===== src/rtl/lfsia_pkg.sv =====
`timescale 1ns / 1ps
`default_nettype none
// ----------------------------------------------------------------------------
// lfsia_pkg: shared constants and types for the seat allocator
// Seat count, time width and the field types used by the top level and the
// port checker.
// ----------------------------------------------------------------------------
package lfsia_pkg;

   localparam int SEATS     = 64;
   localparam int TIME_BITS = 20;
   localparam int USES_BITS = 16;
   localparam int SEAT_W    = (SEATS > 1) ? $clog2(SEATS) : 1;
   localparam int OPEN_W    = $clog2(SEATS + 1);

   typedef logic [TIME_BITS-1:0] time_type;
   typedef logic [USES_BITS-1:0] uses_type;
   typedef logic [SEAT_W-1:0]    seat_idx_type;
   typedef logic [OPEN_W-1:0]    open_cnt_type;
   typedef logic [SEATS-1:0]     seat_vec_type;

endpackage
`default_nettype wire


===== src/rtl/lowest_free_seat_interval_allocator.sv =====
`timescale 1ns / 1ps
`default_nettype none
// An accepted transaction waits in the input register, then moves to the result register.
// Throughput: 1 interval per cycle unless rsp_ready stalls the result register; all seats
// are compared in parallel in the single stage between the input register and the result
// register. Reset clears the open-seat count and both valid flags; the seat end-time
// and use-count tables are not cleared, only seats below the count are read.
// ----------------------------------------------------------------------------
// lowest_free_seat_interval_allocator
// Places each interval on the lowest-numbered free seat, opens a new seat if
// none is free, flags overflow when every seat is open and busy.
// ----------------------------------------------------------------------------
module lowest_free_seat_interval_allocator (
   input  wire logic                    clock,
   input  wire logic                    reset,
   input  wire logic                    req_valid,
   output logic                         req_ready,
   input  wire lfsia_pkg::time_type     req_start_time,
   input  wire lfsia_pkg::time_type     req_end_time,
   output logic                         rsp_valid,
   input  wire logic                    rsp_ready,
   output lfsia_pkg::seat_idx_type      rsp_seat_index,
   output lfsia_pkg::uses_type          rsp_seat_uses,
   output lfsia_pkg::open_cnt_type      rsp_seats_open,
   output logic                         rsp_opened_new,
   output logic                         rsp_overflow
);

   // input register
   logic                    in_valid_ff, in_valid_in;
   lfsia_pkg::time_type     in_start_ff;
   lfsia_pkg::time_type     in_end_ff;

   // seat state
   lfsia_pkg::time_type     seat_end_ff  [lfsia_pkg::SEATS];
   lfsia_pkg::uses_type     seat_uses_ff [lfsia_pkg::SEATS];
   lfsia_pkg::open_cnt_type open_ff, open_in;

   // result register
   logic                    rsp_valid_ff, rsp_valid_in;
   lfsia_pkg::seat_idx_type rsp_index_ff;
   lfsia_pkg::uses_type     rsp_uses_ff;
   lfsia_pkg::open_cnt_type rsp_open_ff;
   logic                    rsp_new_ff;
   logic                    rsp_ovf_ff;

   logic                    advance;
   lfsia_pkg::seat_vec_type free_vec;
   lfsia_pkg::seat_vec_type grant;
   logic                    any_free;
   logic                    full;
   logic                    open_new;
   logic                    write_en;
   lfsia_pkg::seat_idx_type pick_idx;
   lfsia_pkg::uses_type     pick_uses;
   lfsia_pkg::uses_type     bumped_uses;
   lfsia_pkg::seat_idx_type tgt_idx;
   lfsia_pkg::uses_type     tgt_uses;

   assign advance   = in_valid_ff && (!rsp_valid_ff || rsp_ready);
   assign req_ready = !in_valid_ff || advance;

   always_comb begin
      for (int i = 0; i < lfsia_pkg::SEATS; i++) begin
         free_vec[i] = (lfsia_pkg::OPEN_W'(i) < open_ff) && (seat_end_ff[i] <= in_start_ff);
      end
   end

   // isolate lowest set bit
   assign grant    = free_vec & (~free_vec + lfsia_pkg::seat_vec_type'(1));
   assign any_free = |free_vec;
   assign full     = (open_ff == lfsia_pkg::OPEN_W'(lfsia_pkg::SEATS));
   assign open_new = !any_free && !full;

   // one-hot mux of index and use count
   always_comb begin
      pick_idx  = '0;
      pick_uses = '0;
      for (int i = 0; i < lfsia_pkg::SEATS; i++) begin
         if (grant[i]) begin
            pick_idx  = pick_idx | lfsia_pkg::SEAT_W'(i);
            pick_uses = pick_uses | seat_uses_ff[i];
         end
      end
   end

   assign bumped_uses = (pick_uses == '1) ? pick_uses : pick_uses + lfsia_pkg::uses_type'(1);
   assign tgt_idx     = any_free ? pick_idx : open_ff[lfsia_pkg::SEAT_W-1:0];
   assign tgt_uses    = any_free ? bumped_uses : lfsia_pkg::uses_type'(1);
   assign write_en    = advance && (any_free || open_new);
   assign open_in     = (advance && open_new) ? open_ff + lfsia_pkg::open_cnt_type'(1) : open_ff;

   assign in_valid_in  = (req_valid && req_ready) || (in_valid_ff && !advance);
   assign rsp_valid_in = advance || (rsp_valid_ff && !rsp_ready);

   always_ff @(posedge clock) begin
      if (reset) begin
         in_valid_ff  <= 1'b0;
         rsp_valid_ff <= 1'b0;
         open_ff      <= '0;
      end else begin
         in_valid_ff  <= in_valid_in;
         rsp_valid_ff <= rsp_valid_in;
         open_ff      <= open_in;
      end
   end

   always_ff @(posedge clock) begin
      if (req_valid && req_ready) begin
         in_start_ff <= req_start_time;
         in_end_ff   <= req_end_time;
      end
   end

   always_ff @(posedge clock) begin
      if (write_en) begin
         seat_end_ff[tgt_idx]  <= in_end_ff;
         seat_uses_ff[tgt_idx] <= tgt_uses;
      end
   end

   always_ff @(posedge clock) begin
      if (advance) begin
         rsp_index_ff <= full && !any_free ? '0 : tgt_idx;
         rsp_uses_ff  <= full && !any_free ? '0 : tgt_uses;
         rsp_open_ff  <= open_in;
         rsp_new_ff   <= open_new;
         rsp_ovf_ff   <= full && !any_free;
      end
   end

   assign rsp_valid      = rsp_valid_ff;
   assign rsp_seat_index = rsp_index_ff;
   assign rsp_seat_uses  = rsp_uses_ff;
   assign rsp_seats_open = rsp_open_ff;
   assign rsp_opened_new = rsp_new_ff;
   assign rsp_overflow   = rsp_ovf_ff;

endmodule
`default_nettype wire


===== config.mk =====
export PLATFORM = sky130hd
export DESIGN_NAME = lowest_free_seat_interval_allocator
export DESIGN_NICKNAME = d
export VERILOG_FILES = /design/src/rtl/lfsia_pkg.sv /design/src/rtl/lowest_free_seat_interval_allocator.sv
export SDC_FILE = /design/constraint.sdc
export NUM_CORES = 2
export LEC_CHECK = 0
export BUFFER_PORTS_ARGS = -buffer_cell sky130_fd_sc_hd__buf_2
export CAP_MARGIN = 20
export CELL_PAD_IN_SITES_DETAIL_PLACEMENT = 0
export CELL_PAD_IN_SITES_GLOBAL_PLACEMENT = 1
export CORE_MARGIN = 2
export CORE_UTILIZATION = 58
export CTS_CLUSTER_SIZE = 25
export DETAILED_ROUTE_END_ITERATION = 8
export PLACE_DENSITY = 0.92
export SETUP_SLACK_MARGIN = 0.2
export SLEW_MARGIN = 15
export SYNTH_ARGS = -nofsm -noshare
export SYNTH_HDL_FRONTEND = slang
export SYNTH_SLANG_ARGS = --single-unit
export TNS_END_PERCENT = 50

===== constraint.sdc =====
create_clock -name clock -period 18.55 [get_ports clock]
set_input_delay 3.71 -clock clock [delete_from_list [all_inputs] [get_ports clock]]
set_output_delay 3.71 -clock clock [all_outputs]
set_load 0.01 [all_outputs]

Word-level counts from Yosys, hierarchy flattened
Memories as Yosys holds them, arrays and structs flattened.
Index checks and enable logic that the tools add are counted.
{ "word_totals": {"register_bits": 80, "ramBits": 2304, "memories": 2} }
{ "memory_table": {"columns": ["memory", "depth", "word_bits", "rd", "rd_ports_with_merged_regs", "write_ports", "line", "rtl"], "rows": [
  ["seat_end_ff", 64, 20, 64, 0, 1, "lowest_free_seat_interval_allocator.sv:35", "lfsia_pkg::time_type seat_end_ff [lfsia_pkg::SEATS];"],
  ["seat_uses_ff", 64, 16, 64, 0, 1, "lowest_free_seat_interval_allocator.sv:36", "lfsia_pkg::uses_type seat_uses_ff [lfsia_pkg::SEATS];"]
]} }
{ "op_classes": {"n_addsub": 3, "order_cmp": 128, "eq_ne": 2, "n_mux": 133, "n_bitwise": 65, "n_reduce_logical": 84} }
{ "ops": {"columns": ["operator", "count"], "rows": [
  ["$le A20 B20 Y1", 64],
  ["$mux W16", 66],
  ["$or A16 B16 Y16", 63],
  ["$lt A6 B7 Y1 const A", 32],
  ["$mux W6", 33],
  ["$lt A5 B7 Y1 const A", 16],
  ["$mux W5", 16],
  ["$logic_and A1 B1 Y1", 72],
  ["$add A64 B1 Y64 const B", 1],
  ["$and A64 B64 Y64", 1],
  ["$not A64 Y64", 1],
  ["$reduce_or A64 Y1", 1],
  ["$lt A4 B7 Y1 const A", 8],
  ["$mux W4", 8],
  ["$lt A3 B7 Y1 const A", 4],
  ["$add A16 B1 Y16 const B", 1],
  ["$eq A16 B16 Y1 const B", 1],
  ["$lt A1 B7 Y1 const A", 2],
  ["$lt A2 B7 Y1 const A", 2],
  ["$mux W3", 4],
  ["$add A7 B1 Y7 const B", 1],
  ["$eq A7 B7 Y1 const B", 1],
  ["$mux W7", 1],
  ["$logic_not A1 Y1", 6],
  ["3 further kinds", 10]
]} }

Logic depth before layout (Yosys ltp)
An unclocked memory read counts as a cell.
{ "depth": {"word_depth": 136, "ltp_mapped": 24} }

Worst setup path before layout
No wires, ideal clock.
{ "synth_path": {"path_type": "reg2reg", "from": "register in_start_ff[10]", "to": "memory seat_uses_ff[0][1] (netlist bit) (data pin)", "setup_time_ps": 681, "arrival_time_ps": 8493, "path_slack_ps": 9376, "stages_incl_launch_ff": 23, "period_less_slack_ps": 9174, "cell_sequence": "edfxtp_1 -> inv_1 -> ha_1 -> and4_1 -> nor4bb_1 -> and4_1 -> o41ai_1 -> o22ai_1 -> nor2_1 -> nand3_1 -> nor4_4 -> buf_2 -> buf_4 -> buf_2 -> nand4_1 -> o211ai_1 -> nor4_1 -> nand2_1 -> ha_1 -> nand4_1 -> nor2_1 -> a21oi_1 -> nor3_1"} }
{ "synth_between": {"elab_chain_cells": 135} }
{ "synth_lines": {"columns": ["element", "line", "rtl"], "rows": [
  ["start: declaration", "lowest_free_seat_interval_allocator.sv:31", "lfsia_pkg::time_type in_start_ff;"],
  ["start signal: assignment", "lowest_free_seat_interval_allocator.sv:110", "in_start_ff <= req_start_time;"],
  ["$le A20 B20 Y1", "lowest_free_seat_interval_allocator.sv:65", "free_vec[i] = (lfsia_pkg::OPEN_W'(i) < open_ff) && (seat_end_ff[i] <= in_start_ff);"],
  ["$logic_and A1 B1 Y1", "lowest_free_seat_interval_allocator.sv:65", null],
  ["$not A64 Y64", "lowest_free_seat_interval_allocator.sv:70", "assign grant = free_vec & (~free_vec + lfsia_pkg::seat_vec_type'(1));"],
  ["$add A64 B1 Y64", "lowest_free_seat_interval_allocator.sv:70", null],
  ["$and A64 B64 Y64", "lowest_free_seat_interval_allocator.sv:70", null],
  ["$mux W16", "lowest_free_seat_interval_allocator.sv:80", "if (grant[i]) begin"],
  ["$or A16 B16 Y16", "lowest_free_seat_interval_allocator.sv:82", "pick_uses = pick_uses | seat_uses_ff[i];"],
  ["$mux W16", "lowest_free_seat_interval_allocator.sv:80", null],
  ["(+120 left out)", null, null],
  ["$or A16 B16 Y16", "lowest_free_seat_interval_allocator.sv:82", null],
  ["$mux W16", "lowest_free_seat_interval_allocator.sv:80", null],
  ["$or A16 B16 Y16", "lowest_free_seat_interval_allocator.sv:82", null],
  ["$mux W16", "lowest_free_seat_interval_allocator.sv:80", null],
  ["$add A16 B1 Y16 / $eq A16 B16 Y1 (equally long branches)", "lowest_free_seat_interval_allocator.sv:87", "assign bumped_uses = (pick_uses == '1) ? pick_uses : pick_uses + lfsia_pkg::uses_type'(1);"],
  ["$mux W16", "lowest_free_seat_interval_allocator.sv:87", null],
  ["$mux W16 (*)", "lowest_free_seat_interval_allocator.sv:89", "assign tgt_uses = any_free ? bumped_uses : lfsia_pkg::uses_type'(1);"],
  ["net tgt_uses[1]", "lowest_free_seat_interval_allocator.sv:58", "lfsia_pkg::uses_type tgt_uses;"],
  ["end: declaration", "lowest_free_seat_interval_allocator.sv:36", null]
]} }
The timed path passes the listed nets; every way through them passes the cells marked *.

Worst setup path in the final report
{ "layout_path": {"from": "register in_start_ff[11]", "to": "memory seat_uses_ff[4][12] (netlist bit) (data pin)"} }
Same word-level chain as after synthesis.

==> impl_metrics.csv <==
group,metric,value,unit
detailed_routing,drtAntennaViolNets,0,
critical_path,required,19.14,ns
synthesis,synth_fp_nets,9008,
place,gp_congestion,1.03,
critical_path,cp-start-kind,"register",
final_layout,final_common_cell,"edfxtp_1",
grt,grtUsageTotal,39.6,%
detailed_routing,viasPerCell,7.36,
clocking,numCtsBuffers,240,
clocking,clk_latency,0.91,ns
timing,max_freq,0.0908,GHz
timing,fin_skew,0.0436,ns
place,port_buffers,76,
timing,rsz0062_at_grt,"false",
critical_path,end_kind,"register",
synthesis,ys_seq_elements,2384,
grt,grt_first_pass_wirelength,551,mm
critical_path,worst_path_most_repeated_cell,"buf_4",
timing,slew_violations,0,
synthesis,synth_edf_count,2375,
run_status,failed_checks,"design-rule violations",
synthesis,yosys_most_used_dff,"edfxtp_1",
die,core,192000,µm²
clocking,clk_pin_slew,0.07,ns
grt,grt_overflow_total,0,
detailed_routing,drc_errors,7,
synthesis,synthTopCellsByArea,"edfxtp_1 64%, ha_1 14%, a21oi_1 2.4%, nand4_1 1.7%, and4_1 1.3%",
final_layout,area_growth,12.6,%
synthesis,synth.top_cell.area_share,63.8,%
critical_path,critical_path_buf_inv_count,5,
detailed_routing,routedWlPerCell,36.5,µm
grt,grt_max_degree,65,
final_layout,final_cell_mix,"2375 x edfxtp_1, 1283 x ha_1, 540 x a21oi_1, 384 x nand2_1, 307 x nand4_1",
power,powerDensity,93.8,nW/µm²
detailed_routing,drt-initial-drc-count,15400,
critical_path,cp_max_fo,38,
synthesis,synth_cell_type_count,97,
synthesis,synthCells,7681,
timing,fin_crit,11.02,ns
critical_path,cp_slowest_cell,"o41ai_1",
die,die_w,443,µm
clocking,cts_sinks,2384,
run_status,outcome,"finished with violations",
timing,setup_viol,0,
detailed_routing,dr_total_vias,80100,
die,die_y,443,µm
critical_path,reg2reg_from,"in_start_ff[11]",
detailed_routing,dr.pass1.iters,9,
grt,grt_pass1_vias,77200,
clocking,ctsRootBufferMaster,"clkbuf_16",
clocking,ctsHtreeMaxLevel,4,
clocking,cts_tree,"built",
critical_path,crit_path_start,"in_start_ff[11]",
critical_path,cp.arrival,11.61,ns
die,ios,77,
clocking,post-cts-setup-buffers,0,
timing,relSlewSlack,9.13,%
die,dieArea,196000,µm²
synthesis,synthArstFlopShare,0,%
place,place_area,118000,µm²
hold_path,hp-class,"reg2reg",
power,leakage,0.0456,µW
critical_path,max_stage_delay,0.93,ns
final_layout,nets,9466,
synthesis,synthesis.area,112000,µm²
hold_path,hp-start,"in_valid_ff",
synthesis,ys_warn_count,0,
synthesis,yosysSeqAreaShare,64.0,%
place,hpwl,251,mm
timing,fin_setup_tns,0,ns
die,initial_core_util,58.2,%
critical_path,r2r_setup_slack,7.53,ns
critical_path,cpLargestDelayFamily,"simple AND/OR/NAND/NOR gates",
final_layout,drive_gt1_share,11.3,%
timing,finalCritPeriodShare,59.4,%
clocking,cts_hold_buf,0,
clocking,cts_buffer_depth,3,
flow_run,maxCapViolCount,0,
critical_path,crit_chain,"inv_4 -> buf_4 -> buf_4 -> ha_1 -> and4_1 -> nor4bb_1 -> and4_1 -> o41ai_1 -> o22ai_1 -> nor2_1 -> nand3_1 -> nor4_4 -> buf_4 -> nand2_1 -> a31oi_1 -> a2111oi_1 -> nand4_1 -> nand4_1 -> or2_2 -> o21a_1 -> a21oi_4 -> buf_4",
die,num_rows,161,
timing,hold_viol_final,0,
synthesis,avgSynthCellArea,14.5,µm²
power,vdd_drop_max,0.0972,mV
clocking,post_cts_resized,0,
detailed_routing,wl,397,mm
timing,worstMarginPinSlew,1.35,ns
synthesis,synth_top_area_cell,"edfxtp_1",
grt,antenna_found_initial,22,
critical_path,path_class,"reg2reg",
final_layout,fin_area,126000,µm²
==> cell families (layout without fill, tap and decap cells) <==
logic type      after synthesis  in the layout  share of synthesized area, %
simple gates               2022           2022                          10.3
mux                           1              1                        0.0101
fa+ha+maj                  1283           1283                          14.4
flops                      2384           2384                          64.0
xor+xnor                     22             22                         0.172
buf+inv                     311            976                          1.10
other cells                   0             10                             0
compound gates             1658           1658                          10.1
==> per-layer routing <==
layer,track usage (%),wire length (µm),up-vias,share of wire (%)
met3,11.9,60300,1613,15
met1,51.0,135000,39100,34
met5,0.147,161,-,0.041
met4,26.8,32500,18,8.2
li1,-,-,32400,-
met2,57.9,169000,7019,43
==> flip-flops by register name (all words and copies together) (netlist names), 6 cells and up <==
name,cells
seat_end_ff,1280
seat_uses_ff,1024
in_end_ff,20
in_start_ff,20
rsp_seat_uses,16
open_ff,7
rsp_seats_open,7
rsp_seat_index,6
==> worst min-delay path, stage by stage, from the launching register on <==
cell and delay [ns]:
dfxtp_1 0.33, nor2_1 0.10, nor2_1 0.05
==> path summary, 6_finish.rpt <==
path,end,depth (start not counted)
setup / recovery,seat_uses_ff[4][12],22
hold / removal,rsp_valid,2
setup reg to reg,seat_uses_ff[4][12],22
hold reg to reg,rsp_valid,2
==> cell type report <==
type	count	area, µm²
Sequential cell	2384	71500
Fill cell	13200	66200
Multi-Input combinational cell	4986	39900
Clock buffer	299	6310
Tap cell	2526	3160
Timing Repair Buffer	368	2870
Clock inverter	150	1370
Inverter	159	644
Antenna cell	10	25.0
==> synth_stat cells (all sizes together), types with 24 or more instances <==
library cell,count
a2111oi,27
a211oi,31
a21bo,25
a21boi,29
a21o,63
a21oi,544
a221o,29
a221oi,80
a222oi,43
a22o,79
a22oi,150
a31oi,30
a32oi,35
and2,91
and3,73
and4,172
buf,42
clkbuf,110
edfxtp,2375
ha,1283
inv,158
nand2,386
nand2b,24
nand3,239
nand4,310
nor2,265
nor2b,80
nor3,129
nor4,108
nor4bb,33
o211ai,36
o21ai,229
o22ai,33
or2,26
==> power breakdown <==
part	leakage [µW]	internal, µW	switching [µW]	total, µW
Sequential	0.0217	6030	17.6	6050
Combinational	0.0202	223	708	931
Clock	0.00373	2710	2110	4820
Total	0.0456	8960	2840	11800
==> metrics by stage <==
step                      utilization (%)  hold WS [ns]  total power [µW]  std cells  setup slack, ns
after floorplan                         -         0.478              6600       7681             9.38
after global placement               61.3         0.502              6990      10400             8.69
after detailed placement             61.4         0.520              7040      10400             8.40
after CTS                            65.4         0.531             11700      10900             8.29
after global routing                 65.5         0.591             12000      10900             7.80
final                                65.5         0.525             11800      10900             7.53
Note: power is estimated with default switching activity, not from simulation.
